[src/rtl/qph_pkg.sv]
`default_nettype none

package qph_pkg;

    localparam int CAPACITY     = 1024;
    localparam int KEY_BITS     = 32;
    localparam int ADDR_BITS    = $clog2(CAPACITY);
    localparam int SIZE_BITS    = ADDR_BITS + 1;
    localparam int DIV_CNT_BITS = $clog2(KEY_BITS);

    localparam logic [SIZE_BITS-1:0] SIZE_RESET = SIZE_BITS'(1021);

    localparam logic [1:0] MARK_EMPTY    = 2'd0;
    localparam logic [1:0] MARK_OCCUPIED = 2'd1;
    localparam logic [1:0] MARK_DELETED  = 2'd2;

    localparam logic [1:0] REQ_LOOKUP = 2'd0;
    localparam logic [1:0] REQ_INSERT = 2'd1;
    localparam logic [1:0] REQ_DELETE = 2'd2;

    localparam logic [2:0] ST_FOUND     = 3'd0;
    localparam logic [2:0] ST_NOT_FOUND = 3'd1;
    localparam logic [2:0] ST_INSERTED  = 3'd2;
    localparam logic [2:0] ST_DELETED   = 3'd3;
    localparam logic [2:0] ST_LIMIT     = 3'd4;

    typedef struct packed {
        logic [1:0]          req_type;
        logic [KEY_BITS-1:0] key;
    } t_req;

    typedef struct packed {
        logic                 hit;
        logic [ADDR_BITS-1:0] position;
        logic [2:0]           status;
    } t_rsp;

    typedef struct packed {
        logic [KEY_BITS-1:0] key;
        logic [1:0]          mark;
    } t_cell;

    typedef struct packed {
        logic                 re;
        logic [ADDR_BITS-1:0] raddr;
        logic                 we;
        logic [ADDR_BITS-1:0] waddr;
        t_cell                wdata;
    } t_mem_cmd;

endpackage

`default_nettype wire

[src/rtl/qph_mod_unit.sv]
`default_nettype none

module qph_mod_unit (
    input  wire                           i_clk,
    input  wire                           i_rst_n,
    input  wire                           i_start,
    input  wire [qph_pkg::KEY_BITS-1:0]   i_dividend,
    input  wire [qph_pkg::SIZE_BITS-1:0]  i_divisor,
    output logic                          o_done,
    output logic [qph_pkg::ADDR_BITS-1:0] o_rem
);
    import qph_pkg::*;

    logic                    r_busy;
    logic                    r_done;
    logic [DIV_CNT_BITS-1:0] r_cnt;
    logic [KEY_BITS-1:0]     r_dvd;
    logic [SIZE_BITS-1:0]    r_div;
    logic [ADDR_BITS-1:0]    r_rem;
    logic [SIZE_BITS-1:0]    w_trial;
    logic [SIZE_BITS-1:0]    w_diff;
    logic [ADDR_BITS-1:0]    n_rem;

    // Restoring remainder: one dividend bit per cycle, MSB first. The
    // partial remainder stays below the divisor, so one subtract suffices.
    always_comb begin
        w_trial = {r_rem, r_dvd[KEY_BITS-1]};
        w_diff  = w_trial - r_div;
        if (w_trial >= r_div) begin
            n_rem = w_diff[ADDR_BITS-1:0];
        end else begin
            n_rem = w_trial[ADDR_BITS-1:0];
        end
    end

    always_ff @(posedge i_clk) begin
        if (!i_rst_n) begin
            r_busy <= 1'b0;
            r_done <= 1'b0;
            r_cnt  <= '0;
        end else begin
            r_done <= 1'b0;
            if (i_start) begin
                r_busy <= 1'b1;
                r_cnt  <= '0;
            end else if (r_busy) begin
                r_cnt <= r_cnt + 1'b1;
                if (r_cnt == DIV_CNT_BITS'(KEY_BITS - 1)) begin
                    r_busy <= 1'b0;
                    r_done <= 1'b1;
                end
            end
        end
    end

    always_ff @(posedge i_clk) begin
        if (i_start) begin
            r_dvd <= i_dividend;
            r_div <= i_divisor;
            r_rem <= '0;
        end else if (r_busy) begin
            r_dvd <= {r_dvd[KEY_BITS-2:0], 1'b0};
            r_rem <= n_rem;
        end
    end

    assign o_done = r_done;
    assign o_rem  = r_rem;

    a_rem_below_div: assert property (@(posedge i_clk) disable iff (!i_rst_n)
        r_done |-> ({1'b0, r_rem} < r_div))
        else $error("remainder not below divisor");

    a_done_after_busy: assert property (@(posedge i_clk) disable iff (!i_rst_n)
        $rose(r_done) |-> $past(r_busy))
        else $error("done without a running division");

    a_one_job: assert property (@(posedge i_clk) disable iff (!i_rst_n)
        r_done |-> !r_busy)
        else $error("done while still busy");

endmodule

`default_nettype wire

[config.mk]
export PLATFORM = sky130hd
export DESIGN_NAME = qph_mod_unit
export DESIGN_NICKNAME = d
export VERILOG_FILES = /design/src/rtl/qph_pkg.sv /design/src/rtl/qph_mod_unit.sv
export SDC_FILE = /design/constraint.sdc
export NUM_CORES = 1
export LEC_CHECK = 0
export BUFFER_PORTS_ARGS = -buffer_cell sky130_fd_sc_hd__buf_2
export CAP_MARGIN = 20
export CORE_ASPECT_RATIO = 1.4
export CORE_MARGIN = 3
export CORE_UTILIZATION = 50
export CTS_CLUSTER_SIZE = 24
export DETAILED_ROUTE_END_ITERATION = 10
export PLACE_DENSITY = 0.73
export RECOVER_POWER = 25
export SETUP_SLACK_MARGIN = 0.2
export SYNTH_ARGS = -nofsm -noshare
export SYNTH_HDL_FRONTEND = slang
export SYNTH_SLANG_ARGS = --single-unit
[constraint.sdc]
create_clock -name i_clk -period 2.5 [get_ports i_clk]
set_clock_uncertainty 0.15 [all_clocks]
set_input_delay 0.75 -clock i_clk [delete_from_list [all_inputs] [get_ports i_clk]]
set_output_delay 0.75 -clock i_clk [all_outputs]
set_load 0.1 [all_outputs]
==> summary.txt, run 1 <==
Status
  – Outcome: finished clean

Floorplanning
  – Die span in y: 97.1 um
  – Core outline area: 5650 um^2
  – Io pins: 57
  – DIE AREA: 6910 um^2
  – Initial Util: 52.5%
  – Row count: 32
  – Die width: 71.1 um

Clock tree
  – CTS Buffer Depth: 2
  – Clock latency on the worst-skew pair: 0.33 ns
  – Hold_buf cts: 0
  – Clk slew on worst S/H paths: 0.07 ns
  – Clock Sinks: 60
  – CTS buffer count: 9
  – CTS tree: built
  – Root Buffer: clkbuf_8
  – H-tree levels: 3

Logic synthesis
  – Cell taking the most area after synthesis: edfxtp_1
  – Seq/Total Area, Yosys: 55.0%
  – Simple-gate share of the synthesized area: 9.07%
  – Netlist Area Pre-Place: 2970 um^2
  – Largest family of logic cells by synthesized area: multiplexers
  – Post-Synth Adder-Cell Area: 6.16%
  – Synth top area cells: edfxtp_1, mux2_2, dfxtp_1
  – Top FF cell, synth: edfxtp_1
  – Multiplexer share of the synthesized area: 12.8%
  – Post-synthesis instance total: 243
  – Post-synth EDFFs: 43
  – Yosys reg bits: 60
  – Synth Area in XOR/XNOR: 2.36%
  – Synth Net Count: 303
  – Async S/R FF share, synth: 0%
  – Synth top area share: 43.5%
  – Synth unique cells: 42
  – Compound-Gate Fraction of Synth Area: 11.4%
  – Syn Area/Cell: 12.2 um^2
  – Synthesis warning total: 0

STA
  – Fin Hold WS: 0.333 ns
  – Final Critical Period: 2.21 ns
  – Worst slew margin: 47.0%
  – Fin. max-slew vios: 0
  – Setup TNS: 0 ns
  – Fin. Hold Viols: 0
  – Unrepaired setup endpoints after global routing: false
  – Maximum clock rate: 452 MHz
  – Slew @ Worst Pin: 0.795 ns
  – Final setup violation count: 0
  – Setup ws final: 0.290 ns
  – Final period utilization: 88.4%

Layout
  – Layout cells sized above 1: 40.0%
  – Area delta synth->final: 23.3%
  – Inserted Diodes: 0
  – Layout Nets: 370
  – Final Util: 64.8%
  – Fillers: 458

GRT
  – Largest net degree at the start of global routing: 37
  – Initial antenna violation count: 0
  – GRT Total Usage: 19.4%
  – Number of global-route vias before repair: 2242
  – First-pass GRT wire length: 10.4 mm
  – GRT Residual Overflow: 0

Worst setup path
  – Crit path launch type: register
  – Reg-to-reg setup timing slack: 0.29 ns
  – R2r startpoint: r_div[4]$_DFFE_PP_
  – Crit. End Element: register
  – Critical path launch point: r_div[4]$_DFFE_PP_
  – WS Path Type: reg2reg
  – CP arrival: 2.26 ns
  – Critical path required time: 2.55 ns
  – Critical Path Fanout Max: 6

Power
  – Int Pwr: 2020 uW
  – Switch Pwr: 658 uW
  – Clock share of power: 39.7%
  – P_leak: 0.00150 uW
  – Combinational cell fraction of total power: 15.7%
  – PwrDens: 733 nW/um^2
  – Max VDD drop: 0.472 mV
  – Switching share of total power: 24.5%
  – Power Total: 2680 uW
  – Part of the power in registers: 44.6%

Route
  – Initial DRC count: 158
  – Post-route DRC: 0
  – Vias per cell: 5.71
  – Vias: 2187
  – Antenna Violating Nets Remaining: 0
  – Post-Route WL: 6.28 mm
  – Pre-antenna DRT Iters: 4
  – Avg WL per Cell: 16.4 um

Placed design
  – Detailed placement HPWL: 4.66 mm
  – # port buffers: 56
  – Routability cong.: 0.879
  – Placement Setup Slack: 0.213 ns

Worst hold path
  – Worst Hold Class: reg2reg
  – Min-Delay Startpoint: o_rem[9]$_SDFFE_PP0P_

Job
  – Max_cap viols: 0
## metrics by stage
| stage | std cells | cell area, um^2 |
|---|---|---|
| detailed placement | 367 | 3390 |
| global route | 383 | 3660 |
| finish | 383 | 3660 |
| floorplan | 243 | 2990 |
| global placement | 367 | 3390 |
| CTS | 383 | 3630 |
## state kept, by name, indices dropped and copies added, names as in the netlist
name,flops
r_cnt,5
o_done,1
r_dvd,32
r_busy,1
o_rem,10
r_div,11
## power by group through the flow
stage          combinational (uW)  sequential [uW]  clock (uW)
3_3_place_gp                  403             1220           0
3_5_place_dp                  411             1220           0
5_1_grt                       458             1210        1120
6_report                      420             1200        1060
2_1_floorplan                 235             1270           0
4_1_cts                       413             1200        1090
## worst max-delay path, stage by stage (launching register included)
cell and delay (ns):
edfxtp_1 0.37, inv_1 0.07, ha_2 0.31, a21oi_1 0.25, nand3_1 0.21, o21a_1 0.27, nor2_1 0.31, o31ai_1 0.13
## cell usage after synthesis (4+ instances only)
library cell / count
mux2_2: 31
nand4_1: 5
nand2_1: 11
inv_1: 16
o21ai_0: 7
nor2_1: 14
buf_1: 4
dfxtp_1: 17
nand3_1: 6
xor2_1: 5
a311oi_1: 5
a21oi_1: 13
edfxtp_1: 43
o31ai_1: 4
nor3_1: 4
ha_1: 13
and3_1: 5
## cell families after synthesis
logic type	Yosys count
flip-flops	60
AND/OR/NAND/NOR	55
AO/OA/AOI/OAI	48
multiplexers	34
buffers and inverters	24
adder cells (fa/ha/maj)	14
XOR/XNOR	8
## path summary, 6_finish.rpt
path / end / depth (start not counted)
worst max register to register: o_rem[5]$_SDFFE_PP0P_ / 7
worst min-delay path: o_rem[9]$_SDFFE_PP0P_ / 2
worst min register to register: o_rem[9]$_SDFFE_PP0P_ / 2
worst max-delay path: o_rem[5]$_SDFFE_PP0P_ / 7
## layout by cell type (no fill, tap or decap), drive strengths merged, types with 6 or more instances in the layout
| master | netlist | routed |
|---|---|---|
| ha | 13 | 13 |
| mux2 | 31 | 31 |
| nand2 | 11 | 11 |
| dfxtp | 17 | 17 |
| inv | 16 | 16 |
| a311oi | 6 | 6 |
| buf | 6 | 61 |
| clkbuf | 2 | 15 |
| nand3 | 6 | 6 |
| a21oi | 13 | 13 |
| edfxtp | 43 | 43 |
| o21ai | 10 | 10 |
| nor2 | 14 | 14 |
## area by class of cell
type	instances	area, um^2	area share, %
flip-flops and latches	60	1650	45.2
repair buffers	64	347	9.48
clock buffers	12	145	3.97
inverters	16	60.1	1.64
clock inverters	4	97.6	2.67
multi-input cells	159	1270	34.8
well taps	68	85.1	2.33
## per-layer routing
| layer | vias up | GRT usage, % | wire [um] |
|---|---|---|---|
| li1 | 1048 | - | - |
| met1 | 1046 | 22.8 | 2390 |
| met2 | 77 | 31.4 | 3290 |
| met3 | 16 | 6.83 | 442 |
| met4 | 0 | 9.12 | 155 |
| met5 | - | 0 | 0 |
## what timing repair did
item / 4_1_cts / 5_1_grt
endpoints found under the setup margin: 1 / 7
buffers inserted: 0 / 0
endpoints found under the hold margin: 0 / 0
resized for setup: 1 / 7
(Power assumes the default switching activity.)
==> run 2: changes to the inputs <==
Settings changed: CELL_PAD_IN_SITES_DETAIL_PLACEMENT set to 1, CELL_PAD_IN_SITES_GLOBAL_PLACEMENT set to 1, CORE_UTILIZATION 50 to 44, PLACE_DENSITY 0.73 to unset, PLACE_DENSITY_LB_ADDON set to 0.1.
==> summary.txt, run 2 (same netlist as run 1, synthesis figures left out) <==
Worst setup path
  – Crit. End Element: register (unchanged)
  – Most used cell along the critical path: clkbuf_1
  – CP arrival: 2.15 ns (was 2.26 ns)
  – CP top delay family: buffers and inverters (was compound AO/OA/AOI/OAI gates)
  – Critical Path Fanout Max: 12 (was 6)
  – CP max stage cell: clkbuf_1 (was edfxtp_1)
  – Critical path buffer and inverter count: 2 (was 1)
  – Crit path cell chain: clkbuf_1 > clkbuf_1 > mux2_2 (was inv_1 > ha_2 > a21oi_1 > nand3_1 > o21a_1 > nor2_1 > o31ai_1)
  – Critical path required time: 2.43 ns (was 2.55 ns)
  – Largest stage delay on the critical path: 0.53 ns (was 0.37 ns)
  – Crit path launch type: input pin (was register)
  – WS Path Type: in2reg (was reg2reg)

Route
  – Vias per cell: 5.53 (was 5.71)
  – Avg WL per Cell: 17.2 um (was 16.4 um)
  – Post-Route WL: 6.67 mm (was 6.28 mm)
  – Post-route DRC: 0 (unchanged)
  – Pre-antenna DRT Iters: 4 (unchanged)
  – Vias: 2147 (was 2187)
  – Initial DRC count: 69 (was 158)
  – Antenna Violating Nets Remaining: 0 (unchanged)

Placed design
  – Routability cong.: 0.889 (was 0.879)
  – Detailed placement HPWL: 5.13 mm (was 4.66 mm)
  – Placement Setup Slack: 0.165 ns (was 0.213 ns)
  – # port buffers: 56 (unchanged)

STA
  – Final period utilization: 89.1% (was 88.4%)
  – Maximum clock rate: 449 MHz (was 452 MHz)
  – Fin. max-slew vios: 0 (unchanged)
  – Setup ws final: 0.273 ns (was 0.290 ns)
  – Setup TNS: 0 ns (unchanged)
  – Slew @ Worst Pin: 0.726 ns (was 0.795 ns)
  – Unrepaired setup endpoints after global routing: false (unchanged)
  – Final setup violation count: 0 (unchanged)
  – Final Critical Period: 2.23 ns (was 2.21 ns)
  – Worst slew margin: 51.6% (was 47.0%)
  – Fin. Hold Viols: 0 (unchanged)

GRT
  – First-pass GRT wire length: 10.8 mm (was 10.4 mm)
  – GRT Total Usage: 18.8% (was 19.4%)
  – GRT Residual Overflow: 0 (unchanged)
  – Initial antenna violation count: 0 (unchanged)
  – Largest net degree at the start of global routing: 33 (was 37)
  – Number of global-route vias before repair: 2290 (was 2242)

Status
  – Outcome: finished clean (unchanged)

Clock tree
  – Setup bufs post-CTS: 0 (unchanged)
  – CTS Buffer Depth: 2 (unchanged)
  – CTS tree: built (unchanged)
  – Root Buffer: clkbuf_8 (unchanged)
  – H-tree levels: 3 (unchanged)
  – Clock latency on the worst-skew pair: 0.33 ns (about the same)
  – Clock Sinks: 60 (unchanged)
  – CTS buffer count: 9 (unchanged)
  – Clk slew on worst S/H paths: 0.07 ns (about the same)

Layout
  – Most frequent cells in the layout: buf_2, edfxtp_1, mux2_2 (unchanged)
  – Layout cells sized above 1: 40.8% (was 40.0%)
  – Most common cell after layout, fill and taps aside: buf_2 (unchanged)
  – Area delta synth->final: 21.3% (was 23.3%)
  – Largest register FFs: 32 (unchanged)
  – Top reg by flops: r_dvd (unchanged)
  – Final Util: 56.4% (was 64.8%)
  – Inserted Diodes: 0 (unchanged)
  – Layout Nets: 371 (was 370)

Job
  – Max_cap viols: 0 (unchanged)

Floorplanning
  – Core outline area: 6380 um^2 (was 5650 um^2)
  – Die width: 75.4 um (was 71.1 um)
  – Io pins: 57 (unchanged)
  – DIE AREA: 7780 um^2 (was 6910 um^2)
  – Die span in y: 103 um (was 97.1 um)
  – Initial Util: 46.5% (was 52.5%)
  – Row count: 34 (was 32)

Power
  – P_leak: 0.00148 uW (was 0.00150 uW)
  – Power Total: 2470 uW (was 2680 uW)
  – PwrDens: 686 nW/um^2 (was 733 nW/um^2)
  – Max VDD drop: 0.438 mV (was 0.472 mV)

Worst hold path
  – Worst Hold Class: reg2reg (unchanged)
[run 2: metal layers]
metal	routed length, um	track usage [%]
met3	311	5.76
met4	201	10.2
met1	2580	20.0
met5	0	0
met2	3570	32.5
[run 2: stage by stage]
stage / hold slack, ns / cell area (um^2) / cells
after CTS: 0.330 / 3590 / 388
after global placement: 0.301 / 3390 / 372
after global routing: 0.368 / 3600 / 388
after detailed placement: 0.317 / 3390 / 372
after floorplan: 0.317 / 2990 / 243
final: 0.324 / 3600 / 388
[run 2: area by class of cell]
cell class                      instances  area [um^2]
Timing Repair Buffer                   65          339
Clock buffer                           11          141
Fill cell                             683         2780
Clock inverter                          5         52.6
Sequential cell                        60         1650
Inverter                               16         60.1
Tap cell                               72         90.1
Multi-Input combinational cell        159         1260
[run 2: report_power, final]
| group | internal (uW) | switching (uW) | leakage [uW] |
|---|---|---|---|
| Sequential | 1160 | 33.8 | 0.000574 |
| Clock | 482 | 375 | 0.0000991 |
| Combinational | 166 | 252 | 0.000808 |
[run 2: path summary, 6_finish.rpt]
| path | from | end | slack, ns | depth (start not counted) |
|---|---|---|---|---|
| max | i_start | r_dvd[11]$_DFFE_PP_ | 0.27 | 3 |
| min | o_rem[9]$_SDFFE_PP0P_ | o_rem[9]$_SDFFE_PP0P_ | 0.32 | 2 |
| max reg2reg | r_div[5]$_DFFE_PP_ | o_rem[6]$_SDFFE_PP0P_ | 0.29 | 7 |
| min reg2reg | o_rem[9]$_SDFFE_PP0P_ | o_rem[9]$_SDFFE_PP0P_ | 0.32 | 2 |
[run 2: worst reg2reg max path, cell delays in order, from the launching register on]
cell      delay, ns
edfxtp_1       0.32
inv_1          0.04
ha_2           0.39
nand4_1        0.14
o31a_1         0.32
o21a_2         0.29
a22o_1         0.25
a311oi_2       0.22
[run 2: repair_timing]
action                     4_1_cts  5_1_grt
pin swaps                        0        1
resized for setup                2        6
hold buffers                     0        0
setup endpoints to repair        6       10
